## config.mk

```make
export PLATFORM = sky130hd
export DESIGN_NAME = button_gesture_detector_core
export DESIGN_NICKNAME = d
export VERILOG_FILES = /design/src/bgd_pkg.sv /design/src/bgd_step.sv /design/src/bgd_evq.sv /design/src/button_gesture_detector_core.sv
export SDC_FILE = /design/constraint.sdc
export NUM_CORES = 1
export LEC_CHECK = 0
export BUFFER_PORTS_ARGS = -buffer_cell sky130_fd_sc_hd__buf_4
export CORE_ASPECT_RATIO = 0.9
export CORE_MARGIN = 10
export CORE_UTILIZATION = 50
export DETAILED_ROUTE_END_ITERATION = 6
export PLACE_DENSITY_LB_ADDON = 0.1
export SLEW_MARGIN = 20
export SYNTH_ARGS = -nofsm -noshare
export SYNTH_HDL_FRONTEND = slang
export SYNTH_SLANG_ARGS = --single-unit
```

## constraint.sdc

```tcl
create_clock -name i_clk -period 6.7 [get_ports i_clk]
set_input_delay 1.34 -clock i_clk [delete_from_list [all_inputs] [get_ports i_clk]]
set_output_delay 1.34 -clock i_clk [all_outputs]
set_load 0.02 [all_outputs]
```

## src/bgd_pkg.sv

```systemverilog
package bgd_pkg;

    typedef enum logic [6:0] {
        PH_IDLE     = 7'b0000001,
        PH_PRESSED1 = 7'b0000010,
        PH_PAUSE1   = 7'b0000100,
        PH_PRESSED2 = 7'b0001000,
        PH_PAUSE2   = 7'b0010000,
        PH_PRESSED3 = 7'b0100000,
        PH_LONG     = 7'b1000000
    } t_phase;

    typedef enum logic [3:0] {
        EV_SINGLE    = 4'd0,
        EV_DOUBLE    = 4'd1,
        EV_TRIPLE    = 4'd2,
        EV_PRESSED   = 4'd3,
        EV_RELEASED  = 4'd4,
        EV_VERY_LONG = 4'd5,
        EV_TRIGGER   = 4'd6,
        EV_ON        = 4'd7,
        EV_OFF       = 4'd8
    } t_event;

    localparam logic [1:0] ST_TOGGLE    = 2'd0;
    localparam logic [1:0] ST_MOMENTARY = 2'd1;
    localparam logic [1:0] ST_MULTI     = 2'd2;

    localparam logic [2:0] MODE_FRONT  = 3'd0;
    localparam logic [2:0] MODE_SINGLE = 3'd1;
    localparam logic [2:0] MODE_DOUBLE = 3'd2;
    localparam logic [2:0] MODE_TRIPLE = 3'd3;
    localparam logic [2:0] MODE_LONG   = 3'd4;

    localparam int CFG_IDX_W  = 3;
    localparam int CFG_DATA_W = 16;

    localparam logic [CFG_IDX_W-1:0] REG_SWITCH_TYPE = 3'd0;
    localparam logic [CFG_IDX_W-1:0] REG_SWITCH_MODE = 3'd1;
    localparam logic [CFG_IDX_W-1:0] REG_MAX_PAUSE   = 3'd2;
    localparam logic [CFG_IDX_W-1:0] REG_LONG_TICKS  = 3'd3;
    localparam logic [CFG_IDX_W-1:0] REG_VLONG_TICKS = 3'd4;

    localparam logic [15:0] RST_MAX_PAUSE   = 16'd30;
    localparam logic [15:0] RST_LONG_TICKS  = 16'd100;
    localparam logic [15:0] RST_VLONG_TICKS = 16'd500;

    localparam int SETTLE_TICKS = 2;
    localparam int MAX_EVENTS   = 3;

    localparam int EVQ_DEPTH = 8;
    localparam int EVQ_AW    = 3;
    localparam int EVQ_CW    = 4;

    typedef struct packed {
        logic [1:0]  switch_type;
        logic [2:0]  switch_mode;
        logic [15:0] max_pause;
        logic [15:0] long_press_ticks;
        logic [15:0] very_long_ticks;
    } t_cfg;

    typedef struct packed {
        logic [1:0]                cnt;
        t_event [MAX_EVENTS-1:0]   evs;
    } t_evlist;

endpackage

```

## src/bgd_step.sv

```systemverilog
module bgd_step #(
    parameter int TICK_COUNT_WIDTH = 16
) (
    input  bgd_pkg::t_phase              i_phase,
    input  logic [TICK_COUNT_WIDTH-1:0]  i_ticks,
    input  logic                         i_pressed,
    input  bgd_pkg::t_cfg                i_cfg,
    output bgd_pkg::t_phase              o_phase,
    output logic [TICK_COUNT_WIDTH-1:0]  o_ticks,
    output bgd_pkg::t_evlist             o_res
);
    import bgd_pkg::*;

    localparam int CW = (TICK_COUNT_WIDTH > 16) ? TICK_COUNT_WIDTH : 16;

    logic [TICK_COUNT_WIDTH-1:0] ticks_inc;
    logic [CW-1:0]               ticks_x;
    logic                        settled;
    logic                        over_long;
    logic                        over_pause;
    logic                        over_vlong;
    logic                        gone;
    logic                        vl_hit;
    logic [1:0]                  m_cnt;
    t_event                      m0;
    t_event                      m1;
    t_phase                      phase_n;
    logic                        p;

    always_comb begin
        p          = i_pressed;
        ticks_inc  = (&i_ticks) ? i_ticks : i_ticks + 1'b1;
        ticks_x    = CW'(ticks_inc);
        settled    = ticks_inc >= TICK_COUNT_WIDTH'(SETTLE_TICKS);
        over_long  = ticks_x > CW'(i_cfg.long_press_ticks);
        over_pause = ticks_x > CW'(i_cfg.max_pause);
        over_vlong = ticks_x > CW'(i_cfg.very_long_ticks);

        phase_n = i_phase;
        gone    = 1'b0;
        m_cnt   = 2'd0;
        m0      = EV_SINGLE;
        m1      = EV_SINGLE;

        if (settled) begin
            case (i_cfg.switch_type)
                ST_TOGGLE: begin
                    unique case (i_phase)
                        PH_IDLE: begin
                            if (p) begin
                                phase_n = PH_PRESSED1;
                                gone    = 1'b1;
                                m0      = EV_SINGLE;
                                m_cnt   = 2'd1;
                                if (i_cfg.switch_mode == MODE_FRONT) begin
                                    m1    = EV_TRIGGER;
                                    m_cnt = 2'd2;
                                end
                            end
                        end
                        PH_PRESSED1: begin
                            if (!p) begin
                                phase_n = PH_IDLE;
                                gone    = 1'b1;
                            end
                        end
                        default: begin
                            phase_n = PH_IDLE;
                            gone    = 1'b1;
                        end
                    endcase
                end
                ST_MOMENTARY: begin
                    unique case (i_phase)
                        PH_IDLE: begin
                            if (p) begin
                                phase_n = PH_PRESSED1;
                                gone    = 1'b1;
                                m0      = EV_PRESSED;
                                m_cnt   = 2'd1;
                                if (i_cfg.switch_mode == MODE_FRONT) begin
                                    m1    = EV_ON;
                                    m_cnt = 2'd2;
                                end
                            end
                        end
                        PH_PRESSED1: begin
                            if (!p) begin
                                phase_n = PH_IDLE;
                                gone    = 1'b1;
                                m0      = EV_RELEASED;
                                m_cnt   = 2'd1;
                                if (i_cfg.switch_mode == MODE_FRONT) begin
                                    m1    = EV_OFF;
                                    m_cnt = 2'd2;
                                end
                            end
                        end
                        default: begin
                            phase_n = PH_IDLE;
                            gone    = 1'b1;
                        end
                    endcase
                end
                ST_MULTI: begin
                    unique case (i_phase)
                        PH_IDLE: begin
                            if (p) begin
                                phase_n = PH_PRESSED1;
                                gone    = 1'b1;
                                if (i_cfg.switch_mode == MODE_FRONT) begin
                                    m0    = EV_TRIGGER;
                                    m_cnt = 2'd1;
                                end
                            end
                        end
                        PH_PRESSED1: begin
                            if (p) begin
                                if (over_long) begin
                                    phase_n = PH_LONG;
                                    gone    = 1'b1;
                                    m0      = EV_PRESSED;
                                    m_cnt   = 2'd1;
                                    if (i_cfg.switch_mode == MODE_LONG) begin
                                        m1    = EV_TRIGGER;
                                        m_cnt = 2'd2;
                                    end
                                end
                            end else begin
                                phase_n = PH_PAUSE1;
                                gone    = 1'b1;
                            end
                        end
                        PH_PAUSE1: begin
                            if (p) begin
                                phase_n = PH_PRESSED2;
                                gone    = 1'b1;
                            end else if (over_pause) begin
                                phase_n = PH_IDLE;
                                gone    = 1'b1;
                                m0      = EV_SINGLE;
                                m_cnt   = 2'd1;
                                if (i_cfg.switch_mode == MODE_SINGLE) begin
                                    m1    = EV_TRIGGER;
                                    m_cnt = 2'd2;
                                end
                            end
                        end
                        PH_PRESSED2: begin
                            if (!p) begin
                                phase_n = PH_PAUSE2;
                                gone    = 1'b1;
                            end
                        end
                        PH_PAUSE2: begin
                            if (p) begin
                                phase_n = PH_PRESSED3;
                                gone    = 1'b1;
                            end else if (over_pause) begin
                                phase_n = PH_IDLE;
                                gone    = 1'b1;
                                m0      = EV_DOUBLE;
                                m_cnt   = 2'd1;
                                if (i_cfg.switch_mode == MODE_DOUBLE) begin
                                    m1    = EV_TRIGGER;
                                    m_cnt = 2'd2;
                                end
                            end
                        end
                        PH_PRESSED3: begin
                            if (!p) begin
                                phase_n = PH_IDLE;
                                gone    = 1'b1;
                                if (i_cfg.switch_mode == MODE_TRIPLE) begin
                                    m0    = EV_TRIGGER;
                                    m1    = EV_TRIPLE;
                                    m_cnt = 2'd2;
                                end else begin
                                    m0    = EV_TRIPLE;
                                    m_cnt = 2'd1;
                                end
                            end
                        end
                        PH_LONG: begin
                            if (!p) begin
                                phase_n = PH_IDLE;
                                gone    = 1'b1;
                                m0      = EV_RELEASED;
                                m_cnt   = 2'd1;
                            end
                        end
                        default: begin
                        end
                    endcase
                end
                default: begin
                end
            endcase
        end

        // counter is zero after a phase change, so the check can only hit without one
        vl_hit = p && !gone && over_vlong;

        o_phase = vl_hit ? PH_IDLE : phase_n;
        o_ticks = (vl_hit || gone) ? '0 : ticks_inc;

        o_res.evs[0] = m0;
        o_res.evs[1] = m1;
        o_res.evs[2] = m1;
        if (vl_hit) begin
            case (m_cnt)
                2'd0:    o_res.evs[0] = EV_VERY_LONG;
                2'd1:    o_res.evs[1] = EV_VERY_LONG;
                default: o_res.evs[2] = EV_VERY_LONG;
            endcase
        end
        o_res.cnt = m_cnt + 2'(vl_hit);
    end

endmodule

```

## src/bgd_evq.sv

```systemverilog
module bgd_evq (
    input  logic              i_clk,
    input  logic              i_rst_n,
    input  bgd_pkg::t_evlist  i_wr,
    input  logic              i_rd,
    output logic              o_valid,
    output bgd_pkg::t_event   o_event,
    output logic              o_last,
    output logic              o_full
);
    import bgd_pkg::*;

    t_event              r_ev  [EVQ_DEPTH];
    logic                r_lst [EVQ_DEPTH];
    logic [EVQ_AW-1:0]   r_wp;
    logic [EVQ_AW-1:0]   r_rp;
    logic [EVQ_CW-1:0]   r_cnt;
    logic                rd;

    assign o_valid = r_cnt != '0;
    assign rd      = i_rd && o_valid;
    assign o_event = r_ev[r_rp];
    assign o_last  = r_lst[r_rp];
    // room must remain for a full tick's worth of events
    assign o_full  = r_cnt > EVQ_CW'(EVQ_DEPTH - MAX_EVENTS);

    always_ff @(posedge i_clk) begin
        for (int k = 0; k < MAX_EVENTS; k++) begin
            if (2'(k) < i_wr.cnt) begin
                r_ev[r_wp + EVQ_AW'(k)]  <= i_wr.evs[k];
                r_lst[r_wp + EVQ_AW'(k)] <= 2'(k) == (i_wr.cnt - 2'd1);
            end
        end
    end

    always_ff @(posedge i_clk) begin
        if (!i_rst_n) begin
            r_wp  <= '0;
            r_rp  <= '0;
            r_cnt <= '0;
        end else begin
            r_wp  <= r_wp + EVQ_AW'(i_wr.cnt);
            r_rp  <= r_rp + EVQ_AW'(rd);
            r_cnt <= r_cnt + EVQ_CW'(i_wr.cnt) - EVQ_CW'(rd);
        end
    end

endmodule

```

## src/button_gesture_detector_core.sv

```systemverilog
// Accepted ticks write their events to the queue; o_valid offers them in order.
// Throughput: one tick per cycle; the input stalls only while the 8-entry event queue
// has fewer than 3 free entries. Events leave the queue one per cycle unless i_stall.
// Reset (synchronous, active low): phase idle, tick counter zero, queue empty,
// registers at 0, 0, 30, 100, 500.
module button_gesture_detector_core #(
    parameter int TICK_COUNT_WIDTH = 16
) (
    input  logic                              i_clk,
    input  logic                              i_rst_n,
    input  logic                              i_valid,
    output logic                              o_stall,
    input  logic                              i_pressed,
    output logic                              o_valid,
    input  logic                              i_stall,
    output logic [3:0]                        o_event_res,
    output logic                              o_last,
    input  logic                              i_cfg_valid,
    output logic                              o_cfg_ready,
    input  logic [bgd_pkg::CFG_IDX_W-1:0]     i_cfg_index,
    input  logic [bgd_pkg::CFG_DATA_W-1:0]    i_cfg_data
);
    import bgd_pkg::*;

    t_cfg                         r_cfg;
    t_phase                       r_phase;
    logic [TICK_COUNT_WIDTH-1:0]  r_ticks;
    t_phase                       n_phase;
    logic [TICK_COUNT_WIDTH-1:0]  n_ticks;
    t_evlist                      step_res;
    t_evlist                      wr;
    t_event                       q_event;
    logic                         acc;
    logic                         q_full;

    assign o_cfg_ready = 1'b1;
    assign o_stall     = q_full;
    assign acc         = i_valid && !q_full;
    assign o_event_res = q_event;

    always_comb begin
        wr = step_res;
        if (!acc) begin
            wr.cnt = 2'd0;
        end
    end

    bgd_step #(
        .TICK_COUNT_WIDTH(TICK_COUNT_WIDTH)
    ) u_step (
        .i_phase   (r_phase),
        .i_ticks   (r_ticks),
        .i_pressed (i_pressed),
        .i_cfg     (r_cfg),
        .o_phase   (n_phase),
        .o_ticks   (n_ticks),
        .o_res     (step_res)
    );

    bgd_evq u_evq (
        .i_clk   (i_clk),
        .i_rst_n (i_rst_n),
        .i_wr    (wr),
        .i_rd    (!i_stall),
        .o_valid (o_valid),
        .o_event (q_event),
        .o_last  (o_last),
        .o_full  (q_full)
    );

    always_ff @(posedge i_clk) begin
        if (!i_rst_n) begin
            r_phase <= PH_IDLE;
            r_ticks <= '0;
        end else if (acc) begin
            r_phase <= n_phase;
            r_ticks <= n_ticks;
        end
    end

    always_ff @(posedge i_clk) begin
        if (!i_rst_n) begin
            r_cfg.switch_type      <= ST_TOGGLE;
            r_cfg.switch_mode      <= MODE_FRONT;
            r_cfg.max_pause        <= RST_MAX_PAUSE;
            r_cfg.long_press_ticks <= RST_LONG_TICKS;
            r_cfg.very_long_ticks  <= RST_VLONG_TICKS;
        end else if (i_cfg_valid) begin
            unique case (i_cfg_index)
                REG_SWITCH_TYPE: r_cfg.switch_type      <= i_cfg_data[1:0];
                REG_SWITCH_MODE: r_cfg.switch_mode      <= i_cfg_data[2:0];
                REG_MAX_PAUSE:   r_cfg.max_pause        <= i_cfg_data;
                REG_LONG_TICKS:  r_cfg.long_press_ticks <= i_cfg_data;
                REG_VLONG_TICKS: r_cfg.very_long_ticks  <= i_cfg_data;
                default: begin
                end
            endcase
        end
    end

endmodule
```

==> impl_metrics.json, run 1 <==
{
  "status": "finished, final reports clean",
  "core_area_um2": 16800,
  "slowest_delay_ns": 0.58,
  "grt_max_degree": 55,
  "worst-setup-path-type": "flip-flop to flip-flop",
  "dpl.hpwl_um": 16200,
  "hold_path.class": "flip-flop to flip-flop",
  "reg2reg_slack_ns": 0.75,
  "h-tree-depth": 4,
  "grt_pass1_vias": 6689,
  "die_y_um": 143,
  "path_cells": "ha_2 > nand3_1 > or4_1 > nor3b_1 > xor2_1 > ha_1 > a21oi_1 > o21ai_0 > a2bb2oi_1 > nand4_1 > a211o_1 > a31oi_1 > o21ai_2 > inv_1 > ha_1 > xnor2_4 > buf_4 > xnor2_1 > a21oi_2 > o31ai_1 > buf_4",
  "n_antenna_cell": 0,
  "grt_usage_pct": 20.1,
  "critical_path_required_ns": 6.84,
  "synth.area.top_cells": "dfxtp_1 (20%), edfxtp_1 (14%), ha_1 (9.6%)",
  "wl_um": 22100,
  "endpoint": "u_evq.r_ev[2][0]",
  "clock_sinks": 126,
  "synth_area_leader_cell": "dfxtp_1",
  "drive_above_1_share_pct": 13.8,
  "r2r-end": "u_evq.r_ev[2][0]",
  "globalRoute.totalOverflow": 0,
  "slew_headroom_pct": 39.7,
  "synthDistinctLibCells": 90,
  "p_per_area_nw_per_um2": 246,
  "root_buffer": "clkbuf_16",
  "gp_congestion": 0.883,
  "fmax_mhz": 168,
  "placementRows": 45,
  "rsz0062_at_grt": "no",
  "start_util_pct": 50.5,
  "synth_top_area_share_pct": 20.3,
  "dp_slack_ns": 0.696,
  "ys_dominant_reg_cell": "dfxtp_1",
  "synth_edf_count": 40,
  "tns_ns": 0,
  "avgViaCountPerCell": 5.98,
  "cap_violations": 0,
  "maxSlewViolCount": 0,
  "rr_startpoint": "r_ticks[0]",
  "yosys_warnings": 0,
  "vias": 7228,
  "netlist_area_um2": 8470,
  "cp_slowest_cell": "or4_1",
  "synth_cells": 977,
  "postSynthNetCount": 1069,
  "worstMarginPinSlew_ns": 0.904,
  "ctsHoldBuffers": 0,
  "hold_violations": 0,
  "clk_latency_ns": 0.42,
  "cts_tree": "built",
  "r2r_cells": 21,
  "yosysSeqAreaShare_pct": 34.5,
  "cts_buffers": 17,
  "critPathLaunch": "r_ticks[0]",
  "end_kind": "flip-flop",
  "ys_ff_latch": 126,
  "portBuffers": 31,
  "dieArea_um2": 22600,
  "drt_iter0_markers": 638,
  "fin_crit_sh_pct": 88.8,
  "power_w": 0.00232,
  "fp.dieW_um": 157,
  "leakage_nw": 3.56,
  "finalNetCount": 1077,
  "area.growth.synth_to_final_pct": 11.1,
  "worst_setup_path_start_kind": "flip-flop",
  "ir_drop_mv": 0.230,
  "clk_pin_slew_ns": 0.06,
  "drc": 0,
  "clockBufferDepth": 2,
  "cts_setup_buffers": 0,
  "async_flop_share_pct": 0,
  "fin_crit_ns": 5.95,
  "fin_skew_ns": 0.0135,
  "grt_first_pass_wirelength_um": 36200,
  "postSynthAreaPerCell_um2": 8.67,
  "cp.arrival_ns": 6.09,
  "ios": 33,
  "fin_ws_ns": 0.751,
  "routedWlPerCell_um": 18.3,
  "setup_violations": 0,
  "worstPathMaxFanout": 26,
  "ant_nets": 0,
  "antenna_found_initial": 0,
  "dr.pass1.iters": 6
}
[synthesized netlist by cell type (13+ instances only)]
library cell and number:
o21ai_0 28, o31ai_1 16, a22oi_1 13, nand2_1 134
edfxtp_1 40, o21ai_1 14, ha_1 65, dfxtp_1 86
buf_2 14, o211ai_1 16, clkbuf_1 34, inv_1 70
nor2_1 76, nand3_1 23, nand4_1 18, a21oi_1 79
[kinds of logic after synthesis]
family / count (synthesis) / synth area share, %
and+or+nand+nor: 355 / 22.0
AOI/OAI and AO/OA: 253 / 20.0
buffers and inverters: 131 / 6.56
DFF: 126 / 34.5
adders and majority gates: 67 / 10.1
muxes: 27 / 4.87
xor gates and xnor gates: 17 / 1.98
other: 1 / 0.0443
[per-layer routing]
| metal | part of all wire, % | global-route usage [%] |
|---|---|---|
| met1 | 49 | 29.6 |
| met2 | 42 | 29.5 |
| met3 | 7.2 | 4.21 |
| met4 | 0.97 | 3.79 |
| met5 | 0 | 0 |
[report_power, final]
part / switching [W] / internal [W] / leakage [nW] / total [W]
Sequential: 0.0000488 / 0.000819 / 1.06 / 0.000868
Combinational: 0.000297 / 0.000225 / 2.21 / 0.000522
Clock: 0.000377 / 0.000552 / 0.289 / 0.000928
Total: 0.000722 / 0.00160 / 3.56 / 0.00232
[registers in the layout (all words and copies together), names as in the netlist]
register     count
r_phase          7
u_evq.r_cnt      4
r_ticks         16
u_evq.r_wp       3
r_cfg           53
u_evq.r_ev      32
u_evq.r_rp       3
u_evq.r_lst      8
[critical path: cells and delay by family, from the launching register on]
| kind | cells | cell delay (ns) |
|---|---|---|
| compound gates | 8 | 1.80 |
| xor+xnor | 3 | 0.62 |
| fa+ha+maj | 3 | 0.98 |
| buf+inv | 3 | 0.77 |
| flops | 1 | 0.42 |
| simple gates | 4 | 1.05 |
[cells in the final DEF, fill, tap and decap left out, types with 7 or more instances in the layout]
cell type,n
nand2_1,134
dfxtp_1,86
a21oi_1,79
nor2_1,76
inv_1,70
ha_1,64
buf_4,48
edfxtp_1,40
o21ai_0,27
nand3_1,23
nand4_1,18
clkbuf_16,18
o31ai_1,16
o211ai_1,16
o21ai_1,15
a22oi_1,13
and2_1,12
o22ai_1,12
xnor2_1,11
mux2_2,10
nor3_1,10
a2bb2oi_1,10
mux4_2,10
a211oi_1,9
or3_1,8
nor3b_1,8
a31oi_1,7
nand2b_1,7
nor2b_1,7
[cell type report]
| class | instances | area [um^2] |
|---|---|---|
| clock buffers | 20 | 468 |
| well taps | 211 | 264 |
| flip-flops and latches | 126 | 2920 |
| multi-input cells | 720 | 5000 |
| clock inverters | 12 | 124 |
| repair buffers | 48 | 360 |
| inverters | 72 | 270 |
| fillers | 1551 | 7370 |
[stage by stage]
step	cell area [um^2]	hold WS (ns)	utilization [%]	cells
floorplan	8470	0.436	-	977
global placement	8810	0.443	52.5	1177
detailed placement	8810	0.449	52.5	1177
CTS	9400	0.457	56.0	1209
global route	9410	0.481	56.1	1209
finish	9410	0.455	56.1	1209
[worst min-delay path by stage]
stage | start | to | slack (ns) | depth (start not counted)
6_report | r_cfg[3] | r_cfg[3] | 0.46 | 2
5_1_grt | r_cfg[39] | r_cfg[39] | 0.48 | 2
3_5_place_dp | r_cfg[31] | r_cfg[31] | 0.45 | 2
3_3_place_gp | r_cfg[45] | r_cfg[45] | 0.44 | 2
4_1_cts | r_cfg[31] | r_cfg[31] | 0.46 | 2
2_1_floorplan | r_cfg[10] | r_cfg[10] | 0.44 | 2
[what timing repair did]
item | CTS | global route
setup endpoints to repair | 0 | 10
resized for setup | 0 | 2
endpoints found under the hold margin | 0 | 0
(Power assumes the default switching activity.)
==> inputs of run 2 (changes only) <==
CORE_UTILIZATION = 30   (was 50)
==> impl_metrics.json, run 2 (synthesis results as in run 1) <==
{
  "drive_above_1_share_pct": 13.9,
  "avgViaCountPerCell": 5.24,
  "reg_top3": "r_cfg (53), u_evq.r_ev (32), r_ticks (16)",
  "rsz0062_at_grt": "no",
  "end_kind": "flip-flop",
  "worst_setup_path_start_kind": "flip-flop",
  "h-tree-depth": 4,
  "fin_skew_ns": 0.0112,
  "layout_commonest_cell": "nand2_1",
  "fin_crit_sh_pct": 92.0,
  "place_inst": 1329,
  "n_antenna_cell": 0,
  "portBuffers": 31,
  "worstMarginPinSlew_ns": 0.926,
  "fillerInstances": 2933,
  "dpl.hpwl_um": 18900,
  "fin_crit_ns": 6.16,
  "dr.pass1.iters": 5,
  "leakage_nw": 3.55,
  "vias": 7132,
  "final_cell_mix": "nand2_1 (134), dfxtp_1 (86), a21oi_1 (79)",
  "ios": 33,
  "ctsHoldBuffers": 0,
  "gp_congestion": 0.873,
  "slew_headroom_pct": 38.2,
  "grt_usage_pct": 14.5,
  "dieArea_um2": 35400,
  "grt_first_pass_wirelength_um": 40800,
  "largest_register": "r_cfg",
  "antenna_found_initial": 1,
  "critical_path_required_ns": 6.75,
  "start_util_pct": 30.4,
  "dpl_cell_area_um2": 9020,
  "area.growth.synth_to_final_pct": 13.2,
  "die_y_um": 179,
  "drc": 0,
  "largest_reg_flops": 53,
  "p_per_area_nw_per_um2": 240,
  "cap_violations": 0,
  "cts_setup_buffers": 0,
  "hold_path.class": "flip-flop to flip-flop",
  "fin_area_um2": 9590,
  "setup_violations": 0,
  "ff_latch_area_um2": 2920,
  "cp.arrival_ns": 6.21,
  "globalRoute.totalOverflow": 0,
  "maxSlewViolCount": 0,
  "clk_pin_slew_ns": 0.06,
  "hold_violations": 0,
  "finalNetCount": 1080,
  "drt_iter0_markers": 558,
  "placementRows": 58,
  "clk_latency_ns": 0.43,
  "root_buffer": "clkbuf_16",
  "fmax_mhz": 162,
  "multi_input_area_um2": 5000,
  "tns_ns": 0,
  "cts_buffers": 17,
  "worstPathMaxFanout": 12,
  "routedWlPerCell_um": 18.4,
  "layout.cells.non_filler": 1361,
  "ant_nets": 0,
  "worst-setup-path-type": "flip-flop to flip-flop",
  "core_area_um2": 27900,
  "wl_um": 25000,
  "clockBufferDepth": 2,
  "grt_max_degree": 38,
  "cts_tree": "built",
  "clock_sinks": 126,
  "fp.dieW_um": 197,
  "grt_pass1_vias": 7102,
  "ir_drop_mv": 0.158,
  "status": "finished, final reports clean"
}
run 2: cell type report:
type                    instances  area share, %
clock buffers                  19           4.74
flip-flops and latches        126           30.5
multi-input cells             720           52.1
inverters                      72           2.82
well taps                     360           4.70
clock inverters                13           1.19
repair buffers                 51           3.99
run 2: timing repair:
item                       in CTS  in global routing
hold endpoints to repair        0                  0
resized for setup               0                  1
setup endpoints to repair       0                 22
run 2: worst max-delay path, stage by stage (launching register included):
cell	delay (ns)
dfxtp_1	0.54
and4_1	0.40
nand2_1	0.16
nor3_1	0.21
mux2_2	0.43
ha_1	0.31
a21oi_1	0.12
o21ai_0	0.11
a2111oi_1	0.70
buf_4	0.21
a21boi_0	0.11
a211o_1	0.28
a31oi_1	0.28
o21ai_2	0.09
inv_1	0.14
ha_1	0.29
buf_4	0.19
or3_1	0.36
a21oi_1	0.13
a21oi_1	0.07
o21ai_0	0.64
run 2: power by group:
| group | total [W] | internal, W | switching [W] |
|---|---|---|---|
| sequential | 0.000867 | 0.000819 | 0.0000483 |
| combinational | 0.000532 | 0.000226 | 0.000306 |
| clock | 0.000906 | 0.000531 | 0.000375 |
run 2: stage by stage:
stage          total power [W]  hold slack (ns)  setup WS, ns  util [%]
2_1_floorplan          0.00127            0.436          1.39         -
5_1_grt                0.00244            0.474        0.0276      34.4
3_5_place_dp           0.00142            0.448         0.589      32.4
3_3_place_gp           0.00143            0.444         0.693      32.4
4_1_cts                0.00234            0.456         0.541      34.4
6_report               0.00231            0.455         0.537      34.4
run 2: final timing paths:
kind	from	to	slack (ns)	cells after the start
setup reg to reg	r_ticks[2]	u_evq.r_ev[4][1]	0.54	20
hold / removal	r_cfg[20]	r_cfg[20]	0.46	2
hold reg to reg	r_cfg[20]	r_cfg[20]	0.46	2
setup / recovery	r_ticks[2]	u_evq.r_ev[4][1]	0.54	20
run 2: layer usage:
| layer | share of wire, % | wire length [um] | track usage, % | vias to the layer above |
|---|---|---|---|---|
| li1 | - | - | - | 3569 |
| met1 | 50 | 12600 | 20.4 | 3394 |
| met2 | 44 | 11100 | 22.2 | 152 |
| met3 | 4.2 | 1050 | 2.93 | 17 |
| met4 | 1.1 | 271 | 3.32 | 0 |
| met5 | 0 | 0 | 0 | - |
==> inputs of run 3 (changes only) <==
BUFFER_PORTS_ARGS = unset   (was -buffer_cell sky130_fd_sc_hd__buf_4)
CORE_MARGIN = unset   (was 10)
DONT_BUFFER_PORTS = 1   (was unset)
PLACE_DENSITY = 0.52   (was unset)
PLACE_DENSITY_LB_ADDON = unset   (was 0.1)
==> impl_metrics.json, run 3 (synthesis results as in run 1) <==
{
  "finalNetCount": 1047,
  "dp_slack_ns": 0.512,
  "fin_util_pct": 34.3,
  "hold_path.class": "flip-flop to flip-flop",
  "hold_ws_ns": 0.453,
  "fin_skew_ns": 0.00830,
  "critPathBufInv": 2,
  "hold_violations": 0,
  "post_cts_resized": 0,
  "worst-setup-path-type": "flip-flop to flip-flop",
  "setup_violations": 0,
  "cts_buffers": 17,
  "critical_path_required_ns": 6.99,
  "power_w": 0.00234,
  "ios": 33,
  "clk_pin_slew_ns": 0.06,
  "dr_wl_met3_um": 1180,
  "dieArea_um2": 28900,
  "tns_ns": 0,
  "n_antenna_cell": 0,
  "portBuffers": 0,
  "path_cells": "ha_1 > nand3_1 > or4_1 > and3_4 > xnor2_1 > ha_1 > nand4_1 > nor4_1 > nand4bb_1 > a22oi_1 > a211o_1 > a31oi_1 > o21ai_2 > inv_1 > ha_1 > xnor2_4 > nand2b_1 > ha_1 > inv_1 > ha_1 > a21o_1 > a21oi_1 > xnor2_1 > nor2_1",
  "root_buffer": "clkbuf_16",
  "start_util_pct": 30.9,
  "cts_tree": "built",
  "clk_latency_ns": 0.43,
  "cap_violations": 0,
  "r2r_cells": 24,
  "reg2reg_slack_ns": 0.54,
  "worstMarginPinSlew_ns": 1.08,
  "wl_um": 22700,
  "final_cell_mix": "nand2_1 (134), dfxtp_1 (86), a21oi_1 (79)",
  "grt_first_pass_wirelength_um": 36700,
  "ant_nets": 0,
  "cpMostUsedCell": "ha_1",
  "grt_pass1_vias": 6612,
  "fin_ws_ns": 0.542,
  "dr.pass1.iters": 7,
  "dpl.hpwl_um": 17000,
  "gp_congestion": 0.927,
  "rsz0062_at_grt": "no",
  "avgViaCountPerCell": 5.23,
  "cp_slowest_cell": "or4_1",
  "end_kind": "flip-flop",
  "clock_sinks": 126,
  "placementRows": 57,
  "rr_startpoint": "r_ticks[0]",
  "grt_max_degree": 65,
  "fin_crit_sh_pct": 91.9,
  "cts_setup_buffers": 0,
  "core_area_um2": 27400,
  "die_y_um": 161,
  "worst_setup_path_start_kind": "flip-flop",
  "worstPathMaxFanout": 14,
  "vias": 6919,
  "path_depth": 24,
  "drc": 2,
  "clockBufferDepth": 2,
  "drt_iter0_markers": 521,
  "slowest_delay_ns": 0.55,
  "drt-met1-wl_um": 11300,
  "p_per_area_nw_per_um2": 249,
  "fillerInstances": 2861,
  "h-tree-depth": 4,
  "globalRoute.totalOverflow": 0,
  "r2r-end": "u_evq.r_cnt[3]",
  "area.growth.synth_to_final_pct": 10.8,
  "violations": "DRC",
  "drive_above_1_share_pct": 10.7,
  "slew_headroom_pct": 27.1,
  "cp.arrival_ns": 6.44,
  "fin_crit_ns": 6.16,
  "fmax_mhz": 162,
  "fp.dieW_um": 179,
  "largest_register": "r_cfg",
  "wl_met2_um": 9910,
  "critPathLaunch": "r_ticks[0]",
  "ir_drop_mv": 0.173,
  "leakage_nw": 3.42,
  "critical-path-top-delay-family": "simple AND/OR/NAND/NOR gates",
  "endpoint": "u_evq.r_cnt[3]",
  "reg_top3": "r_cfg (53), u_evq.r_ev (32), r_ticks (16)",
  "maxSlewViolCount": 0,
  "layout_commonest_cell": "nand2_1",
  "ctsHoldBuffers": 0,
  "status": "complete, but fails checks",
  "largest_reg_flops": 53,
  "antenna_found_initial": 0,
  "routedWlPerCell_um": 17.2,
  "grt_usage_pct": 16.5,
  "routed.top_layer": "met4"
}
run 3: worst min-delay path by stage:
| stage | cells after the start | endpoint | start | slack [ns] |
|---|---|---|---|---|
| global placement | 2 | r_cfg[43] | r_cfg[43] | 0.44 |
| CTS | 2 | r_cfg[45] | r_cfg[45] | 0.46 |
| detailed placement | 2 | r_cfg[45] | r_cfg[45] | 0.45 |
| global route | 2 | r_cfg[13] | r_cfg[13] | 0.48 |
| finish | 2 | r_cfg[15] | r_cfg[15] | 0.45 |
| floorplan | 2 | r_cfg[10] | r_cfg[10] | 0.44 |
run 3: per-layer routing:
| metal | vias up | GRT usage, % |
|---|---|---|
| li1 | 3500 | - |
| met1 | 3226 | 23.5 |
| met2 | 169 | 25.1 |
| met3 | 24 | 3.30 |
| met4 | 0 | 4.85 |
| met5 | - | 0 |
run 3: worst min-delay path, cell delays in order, from the launching register on:
cell and delay (ns):
dfxtp_1 0.31, nand2_1 0.05, a21oi_1 0.05
run 3: report_power, final:
part	leakage, nW	switching (W)	internal (W)	total (W)
Clock	0.292	0.000373	0.000620	0.000993
Combinational	2.07	0.000283	0.000195	0.000478
Sequential	1.06	0.0000477	0.000819	0.000867
run 3: layout make-up:
| class | instances | area (um^2) | area share, % |
|---|---|---|---|
| Multi-Input combinational cell | 720 | 4990 | 53.2 |
| Sequential cell | 126 | 2920 | 31.1 |
| Tap cell | 354 | 443 | 4.72 |
| Clock buffer | 17 | 425 | 4.53 |
| Inverter | 72 | 270 | 2.88 |
| Clock inverter | 15 | 194 | 2.07 |
| Timing Repair Buffer | 18 | 135 | 1.44 |
run 3: per-stage QoR:
stage | cells | area [um^2]
after CTS | 1322 | 9380
after detailed placement | 1290 | 8760
final | 1322 | 9380
after floorplan | 977 | 8470
after global placement | 1290 | 8760
after global routing | 1322 | 9380
